**src/itl_pkg.sv**
```systemverilog
// Shared types and constants for the impact threshold latch.
// Used by the controller, the datapath, the top level and the testbench.
package itl_pkg;

    localparam logic [1:0] OP_SAMPLE = 2'd0;
    localparam logic [1:0] OP_TICK   = 2'd1;
    localparam logic [1:0] OP_RESET  = 2'd2;

    localparam logic [1:0] REG_THRESHOLD = 2'd0;
    localparam logic [1:0] REG_TIMEOUT   = 2'd1;

    localparam logic [14:0] THRESHOLD_RESET = 15'd2000;
    localparam logic [15:0] TIMEOUT_RESET   = 16'd100;

    localparam int          CNT_W        = 4;
    localparam logic [CNT_W-1:0] SQUARE_LAST = CNT_W'(2);
    localparam logic [CNT_W-1:0] ROOT_LAST   = CNT_W'(14);
    localparam logic [29:0] ROOT_BIT_INIT    = 30'(1) << 28;

    typedef enum logic [2:0] {
        ST_IDLE,
        ST_SQUARE,
        ST_ROOT,
        ST_FORCE,
        ST_FINISH
    } t_state;

    typedef struct packed {
        logic       load;
        logic       square;
        logic [1:0] axis;
        logic       root_step;
        logic       gravity;
        logic       finish;
    } t_cmd;

    typedef struct packed {
        logic in_sample;
    } t_status;

endpackage

```
**src/itl_ctrl.sv**
```systemverilog
// Sequencer for the impact threshold latch: steps each sample request
// through squaring, root extraction and latch update. Uses itl_pkg.
module itl_ctrl (
    input  logic              i_clk,
    input  logic              i_rst_n,
    input  logic              i_in_valid,
    output logic              o_in_ready,
    output logic              o_out_valid,
    input  logic              i_out_ready,
    input  itl_pkg::t_status  i_status,
    output itl_pkg::t_cmd     o_cmd
);

    itl_pkg::t_state              r_state, n_state;
    logic [itl_pkg::CNT_W-1:0]    r_count, n_count;
    logic                         r_out_valid, n_out_valid;

    always_ff @(posedge i_clk) begin
        if (!i_rst_n) begin
            r_state     <= itl_pkg::ST_IDLE;
            r_count     <= '0;
            r_out_valid <= 1'b0;
        end else begin
            r_state     <= n_state;
            r_count     <= n_count;
            r_out_valid <= n_out_valid;
        end
    end

    always_comb begin
        n_state     = r_state;
        n_count     = r_count;
        n_out_valid = r_out_valid && !i_out_ready;
        o_cmd       = '0;
        o_cmd.axis  = r_count[1:0];
        case (r_state)
            itl_pkg::ST_IDLE: begin
                n_count = '0;
                if (i_in_valid) begin
                    o_cmd.load = 1'b1;
                    n_state = i_status.in_sample ? itl_pkg::ST_SQUARE : itl_pkg::ST_FINISH;
                end
            end
            itl_pkg::ST_SQUARE: begin
                o_cmd.square = 1'b1;
                if (r_count == itl_pkg::SQUARE_LAST) begin
                    n_count = '0;
                    n_state = itl_pkg::ST_ROOT;
                end else begin
                    n_count = r_count + 1'b1;
                end
            end
            itl_pkg::ST_ROOT: begin
                o_cmd.root_step = 1'b1;
                if (r_count == itl_pkg::ROOT_LAST) begin
                    n_count = '0;
                    n_state = itl_pkg::ST_FORCE;
                end else begin
                    n_count = r_count + 1'b1;
                end
            end
            itl_pkg::ST_FORCE: begin
                o_cmd.gravity = 1'b1;
                n_state = itl_pkg::ST_FINISH;
            end
            itl_pkg::ST_FINISH: begin
                // hold until the output register is free
                if (!r_out_valid || i_out_ready) begin
                    o_cmd.finish = 1'b1;
                    n_out_valid  = 1'b1;
                    n_state      = itl_pkg::ST_IDLE;
                end
            end
            default: begin
                n_state = itl_pkg::ST_IDLE;
            end
        endcase
    end

    assign o_in_ready  = (r_state == itl_pkg::ST_IDLE);
    assign o_out_valid = r_out_valid;

endmodule

```
**src/itl_dp.sv**
```systemverilog
// Datapath for the impact threshold latch: configuration registers, shared
// squarer, bit-serial square root, crash latch and result register. Uses itl_pkg.
module itl_dp #(
    parameter int GRAVITY_MG = 1000
) (
    input  logic              i_clk,
    input  logic              i_rst_n,
    input  logic              i_cfg_valid,
    input  logic [1:0]        i_cfg_index,
    input  logic [15:0]       i_cfg_data,
    input  logic [1:0]        i_opcode,
    input  logic [14:0]       i_accel_x,
    input  logic [14:0]       i_accel_y,
    input  logic [14:0]       i_accel_z,
    input  itl_pkg::t_cmd     i_cmd,
    output itl_pkg::t_status  o_status,
    output logic              o_crash_line,
    output logic              o_crashed,
    output logic              o_new_crash,
    output logic              o_high_impact,
    output logic [14:0]       o_sample_force,
    output logic [14:0]       o_latched_force
);

    localparam logic [14:0] GRAVITY = 15'(GRAVITY_MG);

    logic [14:0] r_threshold;
    logic [15:0] r_timeout;
    logic        r_latch, n_latch;
    logic [14:0] r_stored, n_stored;
    logic [15:0] r_left, n_left;

    logic [1:0]  r_op;
    logic [14:0] r_ax, r_ay, r_az;
    logic [29:0] r_rem;
    logic [29:0] r_root;
    logic [29:0] r_bit;
    logic [14:0] r_force;

    logic        r_crash_line, r_crashed, r_new_crash, r_high_impact;
    logic [14:0] r_sample_force, r_latched_force;

    logic [14:0] axis_val;
    logic [14:0] axis_mag;
    logic [29:0] square;
    logic [30:0] trial;
    logic        fresh;
    logic        high;

    assign o_status.in_sample = (i_opcode == itl_pkg::OP_SAMPLE);

    always_ff @(posedge i_clk) begin
        if (!i_rst_n) begin
            r_threshold <= itl_pkg::THRESHOLD_RESET;
            r_timeout   <= itl_pkg::TIMEOUT_RESET;
        end else if (i_cfg_valid) begin
            if (i_cfg_index == itl_pkg::REG_THRESHOLD && i_cfg_data[14:0] != '0) begin
                r_threshold <= i_cfg_data[14:0];
            end
            if (i_cfg_index == itl_pkg::REG_TIMEOUT && i_cfg_data != '0) begin
                r_timeout <= i_cfg_data;
            end
        end
    end

    always_comb begin
        case (i_cmd.axis)
            2'd0:    axis_val = r_ax;
            2'd1:    axis_val = r_ay;
            default: axis_val = r_az;
        endcase
        axis_mag = axis_val[14] ? 15'(-axis_val) : axis_val;
        square   = 30'(axis_mag) * 30'(axis_mag);
        trial    = {1'b0, r_root} + {1'b0, r_bit};
    end

    always_ff @(posedge i_clk) begin
        if (i_cmd.load) begin
            r_op    <= i_opcode;
            r_ax    <= i_accel_x;
            r_ay    <= i_accel_y;
            r_az    <= i_accel_z;
            r_rem   <= '0;
            r_root  <= '0;
            r_bit   <= itl_pkg::ROOT_BIT_INIT;
            r_force <= '0;
        end
        if (i_cmd.square) begin
            r_rem <= r_rem + square;
        end
        if (i_cmd.root_step) begin
            if ({1'b0, r_rem} >= trial) begin
                r_rem  <= r_rem - trial[29:0];
                r_root <= (r_root >> 1) + r_bit;
            end else begin
                r_root <= r_root >> 1;
            end
            r_bit <= r_bit >> 2;
        end
        if (i_cmd.gravity) begin
            r_force <= (r_root[14:0] > GRAVITY) ? r_root[14:0] - GRAVITY : '0;
        end
    end

    always_comb begin
        n_latch  = r_latch;
        n_stored = r_stored;
        n_left   = r_left;
        fresh    = 1'b0;
        high     = 1'b0;
        case (r_op)
            itl_pkg::OP_SAMPLE: begin
                fresh = (r_force > r_threshold) && !r_latch;
                high  = {r_force, 1'b0} > {1'b0, r_threshold};
                if (fresh) begin
                    n_latch  = 1'b1;
                    n_stored = r_force;
                    n_left   = r_timeout;
                end
            end
            itl_pkg::OP_TICK: begin
                if (r_left != '0) begin
                    n_left = r_left - 1'b1;
                    if (r_left == 16'd1) begin
                        n_latch  = 1'b0;
                        n_stored = '0;
                    end
                end
            end
            itl_pkg::OP_RESET: begin
                n_latch  = 1'b0;
                n_stored = '0;
                n_left   = '0;
            end
            default: begin
            end
        endcase
    end

    always_ff @(posedge i_clk) begin
        if (!i_rst_n) begin
            r_latch  <= 1'b0;
            r_stored <= '0;
            r_left   <= '0;
        end else if (i_cmd.finish) begin
            r_latch  <= n_latch;
            r_stored <= n_stored;
            r_left   <= n_left;
        end
    end

    always_ff @(posedge i_clk) begin
        if (i_cmd.finish) begin
            r_crash_line    <= !n_latch;
            r_crashed       <= n_latch;
            r_new_crash     <= fresh;
            r_high_impact   <= high;
            r_sample_force  <= r_force;
            r_latched_force <= n_latch ? n_stored : '0;
        end
    end

    assign o_crash_line    = r_crash_line;
    assign o_crashed       = r_crashed;
    assign o_new_crash     = r_new_crash;
    assign o_high_impact   = r_high_impact;
    assign o_sample_force  = r_sample_force;
    assign o_latched_force = r_latched_force;

endmodule

```
**src/impact_threshold_latch.sv**
```systemverilog
// Top level of the impact threshold latch: joins the controller and datapath.
// Depends on itl_pkg, itl_ctrl and itl_dp.
//
// Each request gives exactly one result. A sample request passes from acceptance
// through one load step, three steps on the shared 15x15 squarer, fifteen steps
// of the bit-serial square root, one step to remove gravity and a last step to
// update the latch and fill the output register; then it is ready again. Tick
// and manual reset requests go from the load step to the last step. A finished
// result waits in the output register while the next request is taken; the last
// step holds only while that register is still full. Configuration writes are
// always taken; a write of all-zero stored bits or to an unused index is dropped.
module impact_threshold_latch #(
    parameter int GRAVITY_MG = 1000
) (
    input  logic        i_clk,
    input  logic        i_rst_n,
    input  logic        i_cfg_valid,
    output logic        o_cfg_ready,
    input  logic [1:0]  i_cfg_index,
    input  logic [15:0] i_cfg_data,
    input  logic        i_in_valid,
    output logic        o_in_ready,
    input  logic [1:0]  i_opcode,
    input  logic [14:0] i_accel_x,
    input  logic [14:0] i_accel_y,
    input  logic [14:0] i_accel_z,
    output logic        o_out_valid,
    input  logic        i_out_ready,
    output logic        o_crash_line,
    output logic        o_crashed,
    output logic        o_new_crash,
    output logic        o_high_impact,
    output logic [14:0] o_sample_force,
    output logic [14:0] o_latched_force
);

    itl_pkg::t_cmd    cmd;
    itl_pkg::t_status status;

    assign o_cfg_ready = 1'b1;

    itl_ctrl u_ctrl (
        .i_clk       (i_clk),
        .i_rst_n     (i_rst_n),
        .i_in_valid  (i_in_valid),
        .o_in_ready  (o_in_ready),
        .o_out_valid (o_out_valid),
        .i_out_ready (i_out_ready),
        .i_status    (status),
        .o_cmd       (cmd)
    );

    itl_dp #(
        .GRAVITY_MG (GRAVITY_MG)
    ) u_dp (
        .i_clk           (i_clk),
        .i_rst_n         (i_rst_n),
        .i_cfg_valid     (i_cfg_valid),
        .i_cfg_index     (i_cfg_index),
        .i_cfg_data      (i_cfg_data),
        .i_opcode        (i_opcode),
        .i_accel_x       (i_accel_x),
        .i_accel_y       (i_accel_y),
        .i_accel_z       (i_accel_z),
        .i_cmd           (cmd),
        .o_status        (status),
        .o_crash_line    (o_crash_line),
        .o_crashed       (o_crashed),
        .o_new_crash     (o_new_crash),
        .o_high_impact   (o_high_impact),
        .o_sample_force  (o_sample_force),
        .o_latched_force (o_latched_force)
    );

endmodule

```
**config.mk**
```make
export PLATFORM = sky130hd
export DESIGN_NAME = impact_threshold_latch
export DESIGN_NICKNAME = d
export VERILOG_FILES = /design/src/itl_pkg.sv /design/src/itl_ctrl.sv /design/src/itl_dp.sv /design/src/impact_threshold_latch.sv
export SDC_FILE = /design/constraint.sdc
export NUM_CORES = 1
export LEC_CHECK = 0
export BUFFER_PORTS_ARGS = -buffer_cell sky130_fd_sc_hd__buf_2
export CORE_MARGIN = 8
export CORE_UTILIZATION = 50
export CTS_BUF_LIST = sky130_fd_sc_hd__clkbuf_8
export DETAILED_ROUTE_END_ITERATION = 10
export PLACE_DENSITY = 0.78
export SYNTH_ARGS = -nofsm -noshare
export SYNTH_HDL_FRONTEND = slang
export SYNTH_SLANG_ARGS = --single-unit
```
**constraint.sdc**
```tcl
create_clock -name i_clk -period 8.4 [get_ports i_clk]
set_input_delay 2.1 -clock i_clk [delete_from_list [all_inputs] [get_ports i_clk]]
set_output_delay 2.1 -clock i_clk [all_outputs]
set_load 0.02 [all_outputs]
```
==> flow_summary.yaml <==
outcome:
  outcome: "finished, final reports clean"
timing:
  fin_tns_setup_ps: 0
  finalWorstSetupSlack_ps: 229.3
  relSlewSlack: 0.2625
  clock.fmax_mhz: 122.4
  drv_slew: 0
  finalCritPeriodShare: 0.9727
  setup_violations: 0
  worst_pin_slew_ps: 1102
  layout_min_cycle_time_ps: 8171
  finalHoldViolCount: 0
  fin_skew_ps: 42.17
grt:
  first_global_vias: 17446
  overflow: 0
  grt_use_total: 0.2023
  grt_pass1_wl_um: 83670
  antenna_found_initial: 0
  grt_start_max_net_pins: 53
critical_path:
  cp_data_arrival_time_ps: 8630
  cp.required_ps: 8860
  crit_path_end_kind: "flop"
  critPathMaxStageDelay_ps: 560
  worstSetupStartpointType: "flop"
  crit_path_max_fanout: 6
  path_common_cell: "fa_1"
  path_class: "flop to flop"
  crit_start: "u_ctrl.r_count[0]"
  slowest_stage: "fa_1"
  r2r-start: "u_ctrl.r_count[0]"
synth:
  ys_ff_latch: 242
  postSynthCellCount: 2254
  syn_area_mm2: 0.02109
  async_flop_share: 0
  yosys_warnings: 0
  yosysUniqueCellTypes: 77
  ys.flop_type: "edfxtp_1"
  synth_edf_count: 140
  avgSynthCellArea_um2: 9.357
  synth.yosys.seq_area_share: 0.2962
routing:
  drc: 0
  wire_per_inst_um: 17.34
  postRouteAntennaNets: 0
  wl_um: 51620
  vias: 16999
  drt-vias-per-instance: 5.710
  dr.pass1.iters: 7
  drt_iter0_markers: 1335
die:
  core_mm2: 0.04176
  die_area_mm2: 0.04901
  die_w_um: 221.4
  fp-row-count: 75
  ios: 107
  die_h_um: 221.4
  initial_utilization: 0.5050
clock_tree:
  clk_latency_ps: 600
  cts_buffer_depth: 3
  numCtsBuffers: 42
  cts_tree: "yes"
  cts.sinks: 242
  h-tree-depth: 2
  path_clk_slew_ps: 60
  cts_root_buf: "clkbuf_8"
worst_hold_path:
  min_path_type: "flop to flop"
  worstHoldStart: "u_dp.r_stored[0]"
flow_run:
  drv_cap: 0
layout:
  drive_gt1_frac: 0.1333
  fin_util: 0.5678
  layout_commonest_cell: "inv_1"
  syn_to_final_growth_pct: 12.42
  final_area_mm2: 0.02371
  mostFrequentLayoutCells: "342 x inv_1, 196 x nor2_1, 182 x ha_1, 164 x fa_1, 143 x nand2_1"
  nets: 2832
  antenna_cells: 0
placed_design:
  gp_congestion: 0.9638
  pre_cts_ws_ps: -318.7
  place_area_mm2: 0.02245
  post-dp-hpwl_um: 39660
  numPortBuffers: 105
[sequential cells by signal (all words and copies together), names as in the netlist, 2 cells and up]
name,cells
u_dp.r_bit,15
u_dp.r_timeout,16
u_dp.r_root,30
u_ctrl.r_state,3
u_dp.r_az,15
u_dp.r_op,2
u_ctrl.r_count,4
u_dp.r_ax,15
u_dp.r_ay,15
u_dp.r_left,16
u_dp.r_stored,15
u_dp.o_latched_force,15
u_dp.r_rem,30
u_dp.o_sample_force,15
u_dp.r_force,15
u_dp.r_threshold,15
[cell usage after synthesis (all sizes together) (16+ instances only)]
cell type,instances,share of area
fa,166,0.16
o21a,16,0.0057
dfxtp,102,0.097
nand3,36,0.0085
a22oi,21,0.0075
ha,191,0.11
xnor2,66,0.027
and2,28,0.0084
clkbuf,57,0.010
nor3,32,0.0076
a221oi,21,0.0087
nor2b,43,0.013
buf,23,0.0068
edfxtp,140,0.20
nand2,150,0.027
nand2b,16,0.0047
a31oi,30,0.0089
a211oi,28,0.010
xor2,69,0.029
a22o,30,0.012
nand4,19,0.0056
mux2i,26,0.012
o21bai,16,0.0057
inv,337,0.060
nor2,204,0.037
a21o,43,0.015
a21oi,123,0.029
o21ai,64,0.015
[area by class of cell]
cell class,count,area [um^2]
fillers,3468,18050
multi-input cells,1599,13520
flip-flops and latches,242,6251
inverters,341,1281
repair buffers,179,1086
well taps,539,674.4
clock buffers,46,633.1
clock inverters,31,260.3
[worst max-delay path, delay by kind of cell (launching register included)]
family	cells	cell delay [ps]
AO/OA/AOI/OAI	11	1760
adder cells (fa/ha/maj)	9	3740
flip-flops	1	370
buffers and inverters	9	770
XOR/XNOR	2	360
AND/OR/NAND/NOR	4	1090
[cells by family (layout without fill, tap and decap cells)]
family	Yosys count	count (layout)	share of synthesized area
AO/OA/AOI/OAI	479	479	0.1531
AND/OR/NAND/NOR	592	592	0.1335
buffers and inverters	421	597	0.07760
other	2	10	0.0003561
flip-flops	242	242	0.2962
adder cells (fa/ha/maj)	357	357	0.2709
XOR/XNOR	135	135	0.05606
multiplexers	26	26	0.01234
[per-layer routing]
layer / part of all wire / vias up / wire [um] / track usage
met5: 0 / - / 0 / 0
met3: 0.058 / 137 / 2992 / 0.03505
met4: 0.034 / 0 / 1746 / 0.08115
met1: 0.39 / 8302 / 20380 / 0.2358
met2: 0.51 / 555 / 26500 / 0.3654
li1: - / 8005 / - / -
[what timing repair did]
item,4_1_cts,5_1_grt
gates resized for setup,5,69
buffers inserted,2,11
hold buffers,0,0
pin swaps,2,31
endpoints found under the setup margin,9,14
[per-stage QoR]
step                std cells  hold WS [ps]
floorplan                2262         443.6
global placement         2887         460.0
detailed placement       2887         465.3
CTS                      2966         483.2
global route             2977         497.3
finish                   2977         478.6
[path summary, 6_finish.rpt]
kind                       to  slack, ps  cells past startpoint
max reg2reg    u_dp.r_rem[18]        230                     35
min reg2reg  u_dp.r_stored[0]        480                      1
max            u_dp.r_rem[18]        230                     35
min          u_dp.r_stored[0]        480                      1
Power is left out: the tool's default activity adds up to more than one toggle a clock period on the data nets, which glitch-free logic cannot reach.
